--- config.mk ---
export PLATFORM = sky130hd
export DESIGN_NAME = point_polygon_min_distance
export DESIGN_NICKNAME = d
export VERILOG_FILES = /design/src/hw/rtl/ppmd_pkg.sv /design/src/hw/rtl/ppmd_front.sv /design/src/hw/rtl/ppmd_queue.sv /design/src/hw/rtl/ppmd_isqrt.sv /design/src/hw/rtl/ppmd_back.sv /design/src/hw/rtl/point_polygon_min_distance.sv
export SDC_FILE = /design/constraint.sdc
export NUM_CORES = 2
export LEC_CHECK = 0
export BUFFER_PORTS_ARGS = -buffer_cell sky130_fd_sc_hd__buf_2
export CAP_MARGIN = 20
export CORE_ASPECT_RATIO = 0.8
export CORE_MARGIN = 2
export CORE_UTILIZATION = 56
export CTS_BUF_LIST = sky130_fd_sc_hd__clkbuf_4 sky130_fd_sc_hd__clkbuf_8 sky130_fd_sc_hd__clkbuf_16
export CTS_CLUSTER_SIZE = 40
export DETAILED_ROUTE_END_ITERATION = 6
export GPL_ROUTABILITY_DRIVEN = 0
export PLACE_DENSITY = 0.82
export SLEW_MARGIN = 20
export SYNTH_ARGS = -nofsm -noshare
export SYNTH_HDL_FRONTEND = slang
export SYNTH_SLANG_ARGS = --single-unit
--- constraint.sdc ---
create_clock -name aclk -period 11.4 [get_ports aclk]
set_input_delay 1.14 -clock aclk [delete_from_list [all_inputs] [get_ports aclk]]
set_output_delay 1.14 -clock aclk [all_outputs]
set_load 0.02 [all_outputs]
--- src/hw/rtl/ppmd_pkg.sv ---
`default_nettype none

package ppmd_pkg;

    // Width of the reported distance word
    localparam int OUT_WIDTH = 17;

    // Widest coordinate that the exact arithmetic handles
    localparam int COORD_MAX = 31;

    // Polygon marks carried with each vertex
    typedef struct packed {
        logic first;
        logic last;
    } mark_t;

endpackage

`default_nettype wire

--- src/hw/rtl/ppmd_front.sv ---
`default_nettype none

module ppmd_front #(
    parameter int COORD_BITS = 16,
    localparam int JW = 8 * COORD_BITS + 2
) (
    input  wire logic                  aclk,
    input  wire logic                  aresetn,
    input  wire logic [COORD_BITS-1:0] in_query_x,
    input  wire logic [COORD_BITS-1:0] in_query_y,
    input  wire logic [COORD_BITS-1:0] in_corner_x,
    input  wire logic [COORD_BITS-1:0] in_corner_y,
    input  wire logic                  in_first,
    input  wire logic                  in_last,
    input  wire logic                  in_valid,
    output logic                       in_ready,
    output logic                       job_valid,
    input  wire logic                  job_ready,
    output logic [JW-1:0]              job_data
);

    logic [COORD_BITS-1:0] pt_x_reg, pt_y_reg;
    logic [COORD_BITS-1:0] start_x_reg, start_y_reg;
    logic [COORD_BITS-1:0] prior_x_reg, prior_y_reg;
    logic [COORD_BITS-1:0] pt_x_next, pt_y_next;
    logic [COORD_BITS-1:0] start_x_next, start_y_next;
    ppmd_pkg::mark_t       mark;
    logic                  take_word;

    assign mark.first = in_first;
    assign mark.last  = in_last;

    // Pass the handshake straight to the job queue
    assign job_valid = in_valid;
    assign in_ready  = job_ready;
    assign take_word = in_valid && job_ready;

    // Pick the point and start vertex this word works with
    assign pt_x_next    = in_first ? in_query_x  : pt_x_reg;
    assign pt_y_next    = in_first ? in_query_y  : pt_y_reg;
    assign start_x_next = in_first ? in_corner_x : start_x_reg;
    assign start_y_next = in_first ? in_corner_y : start_y_reg;

    // Build the job: point, previous vertex, this vertex, start vertex, marks
    assign job_data = {pt_x_next, pt_y_next, prior_x_reg, prior_y_reg,
                       in_corner_x, in_corner_y, start_x_next, start_y_next, mark};

    // Hold polygon context across words
    always_ff @(posedge aclk) begin
        if (!aresetn) begin
            pt_x_reg    <= '0;
            pt_y_reg    <= '0;
            start_x_reg <= '0;
            start_y_reg <= '0;
            prior_x_reg <= '0;
            prior_y_reg <= '0;
        end else if (take_word) begin
            pt_x_reg    <= pt_x_next;
            pt_y_reg    <= pt_y_next;
            start_x_reg <= start_x_next;
            start_y_reg <= start_y_next;
            prior_x_reg <= in_corner_x;
            prior_y_reg <= in_corner_y;
        end
    end

endmodule

`default_nettype wire

--- src/hw/rtl/ppmd_queue.sv ---
`default_nettype none

module ppmd_queue #(
    parameter int WIDTH = 130
) (
    input  wire logic             aclk,
    input  wire logic             aresetn,
    input  wire logic             push_valid,
    output logic                  push_ready,
    input  wire logic [WIDTH-1:0] push_data,
    output logic                  pop_valid,
    input  wire logic             pop_ready,
    output logic [WIDTH-1:0]      pop_data
);

    localparam int DEPTH = 2;

    logic [WIDTH-1:0] mem_reg [DEPTH];
    logic             wr_ptr_reg, rd_ptr_reg;
    logic [1:0]       count_reg;
    logic             do_push, do_pop;

    assign push_ready = (count_reg != 2'(DEPTH));
    assign pop_valid  = (count_reg != 2'd0);
    assign pop_data   = mem_reg[rd_ptr_reg];
    assign do_push    = push_valid && push_ready;
    assign do_pop     = pop_valid && pop_ready;

    // Store incoming words
    always_ff @(posedge aclk) begin
        if (do_push) begin
            mem_reg[wr_ptr_reg] <= push_data;
        end
    end

    // Advance pointers and fill level
    always_ff @(posedge aclk) begin
        if (!aresetn) begin
            wr_ptr_reg <= 1'b0;
            rd_ptr_reg <= 1'b0;
            count_reg  <= 2'd0;
        end else begin
            if (do_push) begin
                wr_ptr_reg <= ~wr_ptr_reg;
            end
            if (do_pop) begin
                rd_ptr_reg <= ~rd_ptr_reg;
            end
            if (do_push && !do_pop) begin
                count_reg <= count_reg + 2'd1;
            end else if (do_pop && !do_push) begin
                count_reg <= count_reg - 2'd1;
            end
        end
    end

endmodule

`default_nettype wire

--- src/hw/rtl/ppmd_isqrt.sv ---
`default_nettype none

module ppmd_isqrt #(
    parameter int COORD_BITS = 16,
    localparam int BB = 2 * COORD_BITS + 2,
    localparam int RW = COORD_BITS + 1
) (
    input  wire logic          aclk,
    input  wire logic          aresetn,
    input  wire logic          start,
    input  wire logic [BB-1:0] value,
    output logic               busy,
    output logic [RW-1:0]      root
);

    localparam int NW = $clog2(RW + 1);

    logic          busy_reg;
    logic [NW-1:0] cnt_reg;
    logic [BB-1:0] val_reg;
    logic [RW+1:0] rem_reg;
    logic [RW-1:0] root_reg;
    logic [RW+3:0] rem_shift, trial, rem_diff;
    logic          fits;

    assign busy = busy_reg;
    assign root = root_reg;

    // Bring down two bits and try the next root digit
    assign rem_shift = {rem_reg, val_reg[BB-1:BB-2]};
    assign trial     = {2'b00, root_reg, 2'b01};
    assign rem_diff  = rem_shift - trial;
    assign fits      = (rem_shift >= trial);

    // Step one root bit per cycle
    always_ff @(posedge aclk) begin
        if (!aresetn) begin
            busy_reg <= 1'b0;
        end else if (start && !busy_reg) begin
            busy_reg <= 1'b1;
        end else if (busy_reg && cnt_reg == NW'(1)) begin
            busy_reg <= 1'b0;
        end
    end

    always_ff @(posedge aclk) begin
        if (start && !busy_reg) begin
            val_reg  <= value;
            rem_reg  <= '0;
            root_reg <= '0;
            cnt_reg  <= NW'(RW);
        end else if (busy_reg) begin
            val_reg  <= {val_reg[BB-3:0], 2'b00};
            rem_reg  <= fits ? rem_diff[RW+1:0] : rem_shift[RW+1:0];
            root_reg <= {root_reg[RW-2:0], fits};
            cnt_reg  <= cnt_reg - NW'(1);
        end
    end

endmodule

`default_nettype wire

--- src/hw/rtl/ppmd_back.sv ---
`default_nettype none

module ppmd_back #(
    parameter int COORD_BITS = 16,
    localparam int JW = 8 * COORD_BITS + 2
) (
    input  wire logic                            aclk,
    input  wire logic                            aresetn,
    input  wire logic                            job_valid,
    output logic                                 job_ready,
    input  wire logic [JW-1:0]                   job_data,
    output logic                                 m_valid,
    input  wire logic                            m_ready,
    output logic [ppmd_pkg::OUT_WIDTH-1:0]       m_min_distance
);

    localparam int CW  = COORD_BITS;
    localparam int DW  = CW + 1;
    localparam int PW  = 2 * DW;
    localparam int AW  = PW + 1;
    localparam int BB  = 2 * CW + 2;
    localparam int RW  = CW + 1;
    localparam int OW  = ppmd_pkg::OUT_WIDTH;
    localparam int BCW = $clog2(BB);

    typedef enum logic [9:0] {
        S_IDLE   = 10'b00_0000_0001,
        S_SETUP  = 10'b00_0000_0010,
        S_MUL    = 10'b00_0000_0100,
        S_DECIDE = 10'b00_0000_1000,
        S_DIV    = 10'b00_0001_0000,
        S_FIX    = 10'b00_0010_0000,
        S_TAKE   = 10'b00_0100_0000,
        S_ROOT   = 10'b00_1000_0000,
        S_HOLD   = 10'b01_0000_0000,
        S_EMIT   = 10'b10_0000_0000
    } state_t;

    state_t                 state_reg, state_next;
    logic [JW-1:0]          job_reg;
    logic                   phase_reg;
    logic [3:0]             step_reg;
    logic [BCW-1:0]         bit_reg;
    logic signed [DW-1:0]   wx_reg, wy_reg, vx_reg, vy_reg, ux_reg, uy_reg;
    logic signed [PW-1:0]   prod_reg;
    logic signed [AW-1:0]   w2_reg, c1_reg, c2_reg, u2_reg;
    logic [BB-1:0]          rem_reg, quo_reg, cand_reg, best_reg;
    logic                   m_valid_reg;
    logic [OW-1:0]          out_reg;

    logic [CW-1:0]          px, py, ox, oy, cx, cy, sx, sy;
    ppmd_pkg::mark_t        mark, in_mark;
    logic [CW-1:0]          x0, y0, x1, y1;
    logic signed [DW-1:0]   op_a, op_b;
    logic signed [AW-1:0]   prod_ext;
    logic [3:0]             acc_idx;
    logic [BB-1:0]          c1_lo;
    logic [BB+1:0]          div_t, c2_one, c2_two;
    logic [BB-1:0]          rem_next;
    logic [1:0]             quo_inc;
    logic                   c1_nonpos, end_closer;
    logic                   root_start, root_busy;
    logic [RW-1:0]          root;
    logic [RW+OW-1:0]       root_ext;
    logic                   out_free;

    // Unpack the current job
    assign {px, py, ox, oy, cx, cy, sx, sy, mark} = job_reg;
    assign in_mark = ppmd_pkg::mark_t'(job_data[1:0]);

    // Select the edge: previous-to-this, then this-to-start
    assign x0 = phase_reg ? cx : ox;
    assign y0 = phase_reg ? cy : oy;
    assign x1 = phase_reg ? sx : cx;
    assign y1 = phase_reg ? sy : cy;

    // Feed the shared multiplier by step
    always_comb begin
        case (step_reg[2:0])
            3'd0: begin op_a = wx_reg; op_b = wx_reg; end
            3'd1: begin op_a = wy_reg; op_b = wy_reg; end
            3'd2: begin op_a = wx_reg; op_b = vx_reg; end
            3'd3: begin op_a = wy_reg; op_b = vy_reg; end
            3'd4: begin op_a = vx_reg; op_b = vx_reg; end
            3'd5: begin op_a = vy_reg; op_b = vy_reg; end
            3'd6: begin op_a = ux_reg; op_b = ux_reg; end
            default: begin op_a = uy_reg; op_b = uy_reg; end
        endcase
    end

    assign prod_ext = {prod_reg[PW-1], prod_reg};
    assign acc_idx  = step_reg - 4'd1;

    // Decide the edge case from the projection
    assign c1_nonpos = c1_reg[AW-1] || (c1_reg == '0);
    assign end_closer = (c2_reg <= c1_reg);

    // One quotient bit of floor(c1*c1/c2) per cycle, c1 taken MSB first
    assign c1_lo  = c1_reg[BB-1:0];
    assign c2_one = {2'b00, c2_reg[BB-1:0]};
    assign c2_two = {1'b0, c2_reg[BB-1:0], 1'b0};
    assign div_t  = {1'b0, rem_reg, 1'b0} + (c1_lo[bit_reg] ? {2'b00, c1_lo} : '0);

    always_comb begin
        if (div_t >= c2_two) begin
            rem_next = BB'(div_t - c2_two);
            quo_inc  = 2'd2;
        end else if (div_t >= c2_one) begin
            rem_next = BB'(div_t - c2_one);
            quo_inc  = 2'd1;
        end else begin
            rem_next = div_t[BB-1:0];
            quo_inc  = 2'd0;
        end
    end

    assign job_ready  = (state_reg == S_IDLE);
    assign root_start = (state_reg == S_ROOT);
    assign out_free   = !m_valid_reg || m_ready;
    assign root_ext   = {{OW{1'b0}}, root};

    // Sequence one job
    always_comb begin
        state_next = state_reg;
        case (state_reg)
            S_IDLE: begin
                if (job_valid) begin
                    if (!in_mark.first || in_mark.last) begin
                        state_next = S_SETUP;
                    end
                end
            end
            S_SETUP:  state_next = S_MUL;
            S_MUL: begin
                if (step_reg == 4'd8) begin
                    state_next = S_DECIDE;
                end
            end
            S_DECIDE: state_next = (c1_nonpos || end_closer) ? S_TAKE : S_DIV;
            S_DIV: begin
                if (bit_reg == '0) begin
                    state_next = S_FIX;
                end
            end
            S_FIX:    state_next = S_TAKE;
            S_TAKE: begin
                if (!phase_reg && mark.last) begin
                    state_next = S_SETUP;
                end else if (mark.last) begin
                    state_next = S_ROOT;
                end else begin
                    state_next = S_IDLE;
                end
            end
            S_ROOT:   state_next = S_HOLD;
            S_HOLD: begin
                if (!root_busy) begin
                    state_next = S_EMIT;
                end
            end
            S_EMIT: begin
                if (out_free) begin
                    state_next = S_IDLE;
                end
            end
            default:  state_next = S_IDLE;
        endcase
    end

    // Advance control state, running minimum and output valid flag
    always_ff @(posedge aclk) begin
        if (!aresetn) begin
            state_reg   <= S_IDLE;
            best_reg    <= '1;
            m_valid_reg <= 1'b0;
        end else begin
            state_reg <= state_next;
            if (state_reg == S_IDLE && job_valid && in_mark.first) begin
                best_reg <= '1;
            end else if (state_reg == S_TAKE && cand_reg < best_reg) begin
                best_reg <= cand_reg;
            end
            if (state_reg == S_EMIT && out_free) begin
                m_valid_reg <= 1'b1;
            end else if (m_ready) begin
                m_valid_reg <= 1'b0;
            end
        end
    end

    // Datapath registers
    always_ff @(posedge aclk) begin
        case (state_reg)
            S_IDLE: begin
                if (job_valid) begin
                    job_reg   <= job_data;
                    phase_reg <= in_mark.first;
                end
            end
            S_SETUP: begin
                vx_reg   <= $signed({x1[CW-1], x1}) - $signed({x0[CW-1], x0});
                vy_reg   <= $signed({y1[CW-1], y1}) - $signed({y0[CW-1], y0});
                wx_reg   <= $signed({px[CW-1], px}) - $signed({x0[CW-1], x0});
                wy_reg   <= $signed({py[CW-1], py}) - $signed({y0[CW-1], y0});
                ux_reg   <= $signed({px[CW-1], px}) - $signed({x1[CW-1], x1});
                uy_reg   <= $signed({py[CW-1], py}) - $signed({y1[CW-1], y1});
                step_reg <= 4'd0;
            end
            S_MUL: begin
                prod_reg <= op_a * op_b;
                step_reg <= step_reg + 4'd1;
                if (step_reg != 4'd0) begin
                    case (acc_idx[2:1])
                        2'd0: w2_reg <= acc_idx[0] ? w2_reg + prod_ext : prod_ext;
                        2'd1: c1_reg <= acc_idx[0] ? c1_reg + prod_ext : prod_ext;
                        2'd2: c2_reg <= acc_idx[0] ? c2_reg + prod_ext : prod_ext;
                        default: u2_reg <= acc_idx[0] ? u2_reg + prod_ext : prod_ext;
                    endcase
                end
            end
            S_DECIDE: begin
                cand_reg <= c1_nonpos ? w2_reg[BB-1:0] : u2_reg[BB-1:0];
                rem_reg  <= '0;
                quo_reg  <= '0;
                bit_reg  <= BCW'(BB - 1);
            end
            S_DIV: begin
                rem_reg <= rem_next;
                quo_reg <= {quo_reg[BB-2:0], 1'b0} + BB'(quo_inc);
                bit_reg <= bit_reg - BCW'(1);
            end
            S_FIX: begin
                cand_reg <= w2_reg[BB-1:0] - quo_reg;
            end
            S_TAKE: begin
                phase_reg <= 1'b1;
            end
            S_EMIT: begin
                if (out_free) begin
                    out_reg <= root_ext[OW-1:0];
                end
            end
            default: begin
            end
        endcase
    end

    ppmd_isqrt #(
        .COORD_BITS (COORD_BITS)
    ) u_isqrt (
        .aclk    (aclk),
        .aresetn (aresetn),
        .start   (root_start),
        .value   (best_reg),
        .busy    (root_busy),
        .root    (root)
    );

    assign m_valid        = m_valid_reg;
    assign m_min_distance = out_reg;

endmodule

`default_nettype wire

--- src/hw/rtl/point_polygon_min_distance.sv ---
// Channel   Direction  Handshake           Word
// s_        in         s_valid / s_ready   query point, vertex, first/last marks
// m_        out        m_valid / m_ready   floor of least boundary distance (unsigned integer)
//
// An edge runs through the setup, multiply and decide states and is taken
// at once when an endpoint is nearest; when the projection falls inside, the
// bit-serial quotient loop and a fix step come before it is taken. A closing
// vertex runs both of its edges, then the square root of the least squared distance.
// Reset is synchronous and active low; the two-entry job queue lets the input
// side take up to two words while the back unit or the output stalls.
`default_nettype none

module point_polygon_min_distance #(
    parameter int COORD_WIDTH = 16
) (
    input  wire logic                           aclk,
    input  wire logic                           aresetn,
    input  wire logic [COORD_WIDTH-1:0]         s_query_x,
    input  wire logic [COORD_WIDTH-1:0]         s_query_y,
    input  wire logic [COORD_WIDTH-1:0]         s_corner_x,
    input  wire logic [COORD_WIDTH-1:0]         s_corner_y,
    input  wire logic                           s_first_corner,
    input  wire logic                           s_last_corner,
    input  wire logic                           s_valid,
    output logic                                s_ready,
    output logic [ppmd_pkg::OUT_WIDTH-1:0]      m_min_distance,
    output logic                                m_valid,
    input  wire logic                           m_ready
);

    localparam int CW = (COORD_WIDTH > ppmd_pkg::COORD_MAX) ?
                        ppmd_pkg::COORD_MAX : COORD_WIDTH;
    localparam int JW = 8 * CW + 2;

    logic          push_valid, push_ready;
    logic [JW-1:0] push_data;
    logic          pop_valid, pop_ready;
    logic [JW-1:0] pop_data;

    // Accept and tag vertices
    ppmd_front #(
        .COORD_BITS (CW)
    ) u_front (
        .aclk        (aclk),
        .aresetn     (aresetn),
        .in_query_x  (s_query_x[CW-1:0]),
        .in_query_y  (s_query_y[CW-1:0]),
        .in_corner_x (s_corner_x[CW-1:0]),
        .in_corner_y (s_corner_y[CW-1:0]),
        .in_first    (s_first_corner),
        .in_last     (s_last_corner),
        .in_valid    (s_valid),
        .in_ready    (s_ready),
        .job_valid   (push_valid),
        .job_ready   (push_ready),
        .job_data    (push_data)
    );

    // Buffer jobs between front and back
    ppmd_queue #(
        .WIDTH (JW)
    ) u_queue (
        .aclk       (aclk),
        .aresetn    (aresetn),
        .push_valid (push_valid),
        .push_ready (push_ready),
        .push_data  (push_data),
        .pop_valid  (pop_valid),
        .pop_ready  (pop_ready),
        .pop_data   (pop_data)
    );

    // Measure edges, keep the minimum, emit the root
    ppmd_back #(
        .COORD_BITS (CW)
    ) u_back (
        .aclk           (aclk),
        .aresetn        (aresetn),
        .job_valid      (pop_valid),
        .job_ready      (pop_ready),
        .job_data       (pop_data),
        .m_valid        (m_valid),
        .m_ready        (m_ready),
        .m_min_distance (m_min_distance)
    );

endmodule

`default_nettype wire
# Word-level counts from Yosys, hierarchy flattened

Memory sizes are Yosys's and may differ from the RTL's. A register that Yosys moved wholly into a read port is not among the register bits.
Index checks and enable logic that the tools add are counted.

RAM bits: 260
Memory bits (read-only): 0
Bits in latches: 0
Bits in registers: 757
Memories: 1
Bits of input ports: 70
Logic and storage cells: 197

Memories:

| memory          | words | width | read ports | clocked after memory_dff | write ports | line             | RTL |
|---|---|---|---|---|---|---|---|
| u_queue.mem_reg | 2     | 130   | 1          | 1                        | 1           | ppmd_queue.sv:18 | `logic [WIDTH-1:0] mem_reg [DEPTH];` |

Reduce and logical (&&, ||, !) cells: 48
Equality and inequality tests: 27
Shifts and indexed selects: 0
Order comparisons: 6
Multipliers: 1
Multiplexer cells: 52
Bitwise gates (word level): 4
Divide/modulo/power cells: 0
$add $sub $neg: 22

Operators by type and width:

| cell               | number |
|---|---|
| $mux W34           | 6 |
| $pmux W34 S2       | 3 |
| $pmux W17 S5       | 2 |
| $add A35 B34 Y35   | 4 |
| $mux W35           | 4 |
| $mux W16           | 8 |
| $sub A16 B16 Y17   | 6 |
| $sub A34 B34 Y34   | 3 |
| $pmux W10 S10      | 1 |
| $mux W10           | 7 |
| $add A35 B34 Y36   | 1 |
| $ge A36 B34 Y1     | 1 |
| $ge A36 B35 Y1     | 1 |
| $le A35 B35 Y1     | 1 |
| $logic_not A35 Y1  | 1 |
| $add A34 B2 Y34    | 1 |
| $lt A34 B34 Y1     | 1 |
| $mul A17 B17 Y34   | 1 |
| $ge A21 B19 Y1     | 1 |
| $mux W19           | 1 |
| $sub A19 B19 Y19   | 1 |
| $reduce_bool A2 Y1 | 9 |
| $pmux W6 S2        | 1 |
| $reduce_and A3 Y1  | 4 |
| 45 further kinds   | 91 |

# Depth between registers and ports, before layout

Depth after elaboration: 9
Depth in mapped cells: 38
Mapped depth without buffers: 35

# Modules after synthesis

From an unflattened synthesis, not the netlist that was laid out.

Cells, all modules: 6,955
Area, all modules: 71,582.4 sq um

By module, submodules not included:

| module     | seq. area each (sq um) | cells each | instances | area an instance (sq um) |
|---|---|---|---|---|
| ppmd_back  | 16,906.2               | 5,583      | 1         | 52,731.8 |
| ppmd_queue | 7,907.6                | 428        | 1         | 9,649.3 |
| ppmd_front | 1,921.8                | 531        | 1         | 5,057.4 |
| ppmd_isqrt | 1,861.8                | 413        | 1         | 4,144.0 |

# Least setup slack after synthesis

OpenSTA, ideal clock, no wires.

Path type: flip-flop to flip-flop
Start point: reg u_back.state_reg[5]
End point: reg u_back.state_reg[0]
Cell stages (with the launch flop): 11
Setup time: 0.135 ns
Data arrival time: 10.039 ns
Setup slack: 1.227 ns
Required time: 11.265 ns
Cells stage by stage: dfxtp_1 clkbuf_1 nor2_1 nand2_1 or3_1 or3_1 nor3b_1 or2_2 nor3b_1 nand4_1 nand3_1

Cells in the longest elaborated chain, start to end: 3
Elaborated cells between the ends (all ways): 18

Ends and longest elaborated chain:

| element                                                | line             | RTL |
|---|---|---|
| start: declaration                                     | ppmd_back.sv:39  | `state_t state_reg, state_next;` |
| start signal: assignment                               | ppmd_back.sv:177 | `state_reg <= state_next;` |
| $eq A10 B10 Y1 (tied with other cells)                 | ppmd_back.sv:125 | `case (state_reg)` |
| $ne A2 B1 Y1 (no line) or $ne A2 B2 Y1 (tied branches) | -                |  |
| $reduce_and A6 Y1 (no line)                            | -                |  |

Parallel ways exist; a longest one is shown, timed or not.
A chain may end at the register's enable or synchronous reset.

# Worst setup path in the final report

Start point: reg u_back.bit_reg[0]
End point: reg u_back.quo_reg[33] (data pin)

Cells in the longest elaborated chain, start to end: 9
Elaborated cells between the ends (all ways): 10

Ends and longest elaborated chain:

| element                         | line             | RTL |
|---|---|---|
| start: declaration              | ppmd_back.sv:43  | `logic [BCW-1:0] bit_reg;` |
| start signal: assignment        | ppmd_back.sv:225 | `bit_reg <= BCW'(BB - 1);` |
| start signal: assignment        | ppmd_back.sv:230 | `bit_reg <= bit_reg - BCW'(1);` |
| $bmux W1 S6 *                   | ppmd_back.sv:102 | `assign div_t = {1'b0, rem_reg, 1'b0} + (c1_lo[bit_reg] ? {2'b00, c1_lo} : '0);` |
| $mux W1 (not written as such) * | ppmd_back.sv:102 |  |
| $mux W34 *                      | ppmd_back.sv:102 |  |
| $add A35 B34 Y36 *              | ppmd_back.sv:102 |  |
| $ge A36 B34 Y1                  | ppmd_back.sv:108 | `end else if (div_t >= c2_one) begin` |
| $mux W1                         | ppmd_back.sv:108 |  |
| $mux W2 *                       | ppmd_back.sv:105 | `if (div_t >= c2_two) begin` |
| $add A34 B2 Y34 *               | ppmd_back.sv:229 | `quo_reg <= {quo_reg[BB-2:0], 1'b0} + BB'(quo_inc);` |
| $pmux W34 S2 *                  | ppmd_back.sv:193 | `case (state_reg)` |
| end signal: assignment          | ppmd_back.sv:229 |  |
| end: declaration                | ppmd_back.sv:47  | `logic [BB-1:0] rem_reg, quo_reg, cand_reg, best_reg;` |

Mark *: on every way between the ends. The rest lies on a longest branch, timed or not. The select of a mux whose other input is x is not followed.

==> metrics.md <==
| Metric | Value |
|---|---|
| RSZ-0062 raised after global routing | no |
| F_max | 103 MHz |
| First-pass GRT wire length | between 200000 and 300000 µm |
| Row Count | approximately 120 |
| # setup viols final | 0 |
| Chip width | between 400 and 500 µm |
| Worst slew margin | 24.3% |
| CP startpoint | u_back.bit_reg[0]$_SDFFCE_PN1P_ |
| Worst Clk Skew | ~74 ps |
| Pre-antenna DRT Iters | 7 |
| Setup bufs post-CTS | 0 |
| CTS Hold Bufs | 0 |
| Final hold viol count | 0 |
| Failing checks | design-rule violations |
| EDFF count, synth | 827 |
| Final min period | 9700 ps |
| Global-route usage over all layers | 27.6% |
| Worst reg-to-reg setup slack | 1700 ps |
| Clk root buf | clkbuf_16 |
| DP HPWL | between 100000 and 150000 µm |
| Num CTS Buffers | 100 |
| Max reg flops | 260 |
| Fin Setup TNS | 0 ps |
| Top Ports | 89 |
| Synth top area cells | edfxtp_1 (35%), ha_1 (9.7%), fa_1 (8.8%), dfxtp_1 (5.3%), mux2_2 (3.9%) |
| Share of layout cells above drive strength 1 | 9.65% |
| Resized Gates After CTS | 0 |
| Kind of critical path | flop to flop |
| Critical Path AT | a little over 10000 ps |
| CP required | 11880 ps |
| Status | finished, violations left |
| Synth cell types | 95 |
| Critical Path Sink Type | flop |
| Wire length per cell | 21.0 µm |
| Worst skew pair latency | 750 ps |
| Slew @ Worst Pin | ~1100 ps |
| Port buffer count | between 80 and 90 |
| Post-Syn Area per Cell | 10.4 µm² |
| Antenna violations before repair | 1 |
| Die extent in y | 322 µm |
| Critical R2R Launch | u_back.bit_reg[0]$_SDFFCE_PN1P_ |
| Drt drc | 46 |
| Synthesis-to-layout area growth | 8.23% |
| Syn Nets | 7724 |
| Commonest non-fill, non-tap cell in the layout | edfxtp_1 |
| Max-Cap Viols | 0 |
| Post-Syn Instances | 6795 |
| Clock Sinks | roughly 1000 |
| Total gr overflow | 0 |
| Pin count of the biggest net entering global routing | 93 |
| WL final | 181000 µm |
| Maximum clock path buffer count | 3 |
| Tightest Hold Check Type | flop to flop |
| Prevailing post-synth register cell | edfxtp_1 |
| Initial Util | 56.5% |
| Setup crit start kind | flop |
| Crit path top cell by count | ha_1 |
| Sequential-to-total area share from yosys stat | 40.5% |
| H-Tree Depth | 3 |
| WHS | 454 ps |
| Initial DRC count | 6160 |
| Vias in the first global route | between 50000 and 60000 |
| CTS tree | yes |
| Final worst-path cycle share | between 80% and 90% |
| Slew Viols, Final | 0 |
| CORE AREA | 0.125 mm² |
| Slowest CP cell | edfxtp_1 |
| Min-delay src | u_front.prior_y_reg[8]$_SDFFE_PN0P_ |
| Die area | 0.129 mm² |
| Yosys Warn Count | 0 |
| # diodes | 0 |
| Proportion of synthesized flip-flops having asynchronous set or reset | 0% |
| Crit path largest cell delay | 760 ps |
| Clock transition at the registers of the reported paths | roughly 70 ps |
| Seq cells post-synth | 1015 |
| Mapped Area | slightly above 0.07 mm² |
| Most frequent cells in the layout | edfxtp_1 (827), inv_1 (666), nand2_1 (600) |
| Vias/cell | 6.17 |
| Crit-path max FO | 34 |
| Top cell type's share of synthesized area | 35.2% |
| Vias | approximately 53000 |
| Nets | 7783 |
| Synth area leader | edfxtp_1 |
| Antenna-violating nets left | 0 |
==> worst max-delay path: cells and delay by family (launching register included) <==
kind	cells	cell delay (ps)
flip-flops	1	760
buffers and inverters	1	120
AND/OR/NAND/NOR	12	2730
AO/OA/AOI/OAI	10	2790
adder cells (fa/ha/maj)	5	1560
XOR/XNOR	2	370
multiplexers	2	1080
==> routing by layer <==
layer | vias up | GRT usage, % | wire [µm]
li1 | 24300 | - | -
met1 | 25500 | 36.0 | 72800
met2 | 2661 | 44.3 | 82000
met3 | 578 | 5.71 | 16900
met4 | 0 | 12.6 | 9090
met5 | - | 0 | 0
==> cell usage after synthesis (24+ instances only) <==
library cell and number:
fa_1 310, nor3_1 77, a21o_1 155, xor2_1 121
o22ai_1 31, clkbuf_1 172, and2_1 65, dfxtp_1 188
nor2b_1 66, or3_1 34, nand4_1 47, and3_1 36
inv_1 667, mux2_2 242, nand2_1 602, a21boi_0 128
a21oi_1 353, xnor2_1 256, a31oi_1 39, o21ai_0 339
o21a_1 74, mux2i_1 135, a211oi_1 51, ha_1 549
nor2_1 531, a22oi_1 56, nand2b_1 67, or2_2 28
o21bai_1 52, o21ai_1 32, a222oi_1 24, edfxtp_1 827
nand3_1 129
==> worst paths after layout <==
check             cells past startpoint                          endpoint
setup reg to reg                     32  u_back.quo_reg[33]$_SDFFCE_PN0P_
hold / removal                        0  u_queue.mem_reg[0][74]$_DFFE_PP_
hold reg to reg                       0  u_queue.mem_reg[0][74]$_DFFE_PP_
setup / recovery                     32  u_back.quo_reg[33]$_SDFFCE_PN0P_
==> cells by family after synthesis <==
kind of cell / count (synthesis) / share of synthesized area, %
AND/OR/NAND/NOR: 1762 / 11.4
AO/OA/AOI/OAI: 1523 / 14.1
flip-flops: 1015 / 40.5
buffers and inverters: 873 / 4.75
adder cells (fa/ha/maj): 859 / 18.5
multiplexers: 386 / 6.06
XOR/XNOR: 377 / 4.68
==> per-stage QoR <==
stage          util, %  instances  instance area, µm²  worst slack, ps
5_1_grt           61.1       8593               76400             1180
2_1_floorplan        -       6795               70600             1230
6_report          61.1       8593               76400             1700
3_5_place_dp      58.3       8404               73000             1990
4_1_cts           61.1       8593               76400             1930
3_3_place_gp      58.3       8403               72900             2230
==> final cells by class <==
class	count	area (µm²)
fillers	9634	48700
multi-input cells	4907	38800
flip-flops and latches	1015	28600
clock buffers	121	2760
inverters	669	2520
well taps	1652	2070
repair buffers	161	1010
clock inverters	68	722
Power is not shown: default switching activity piles up to over one toggle a cycle in this logic, so the estimate is an artifact.
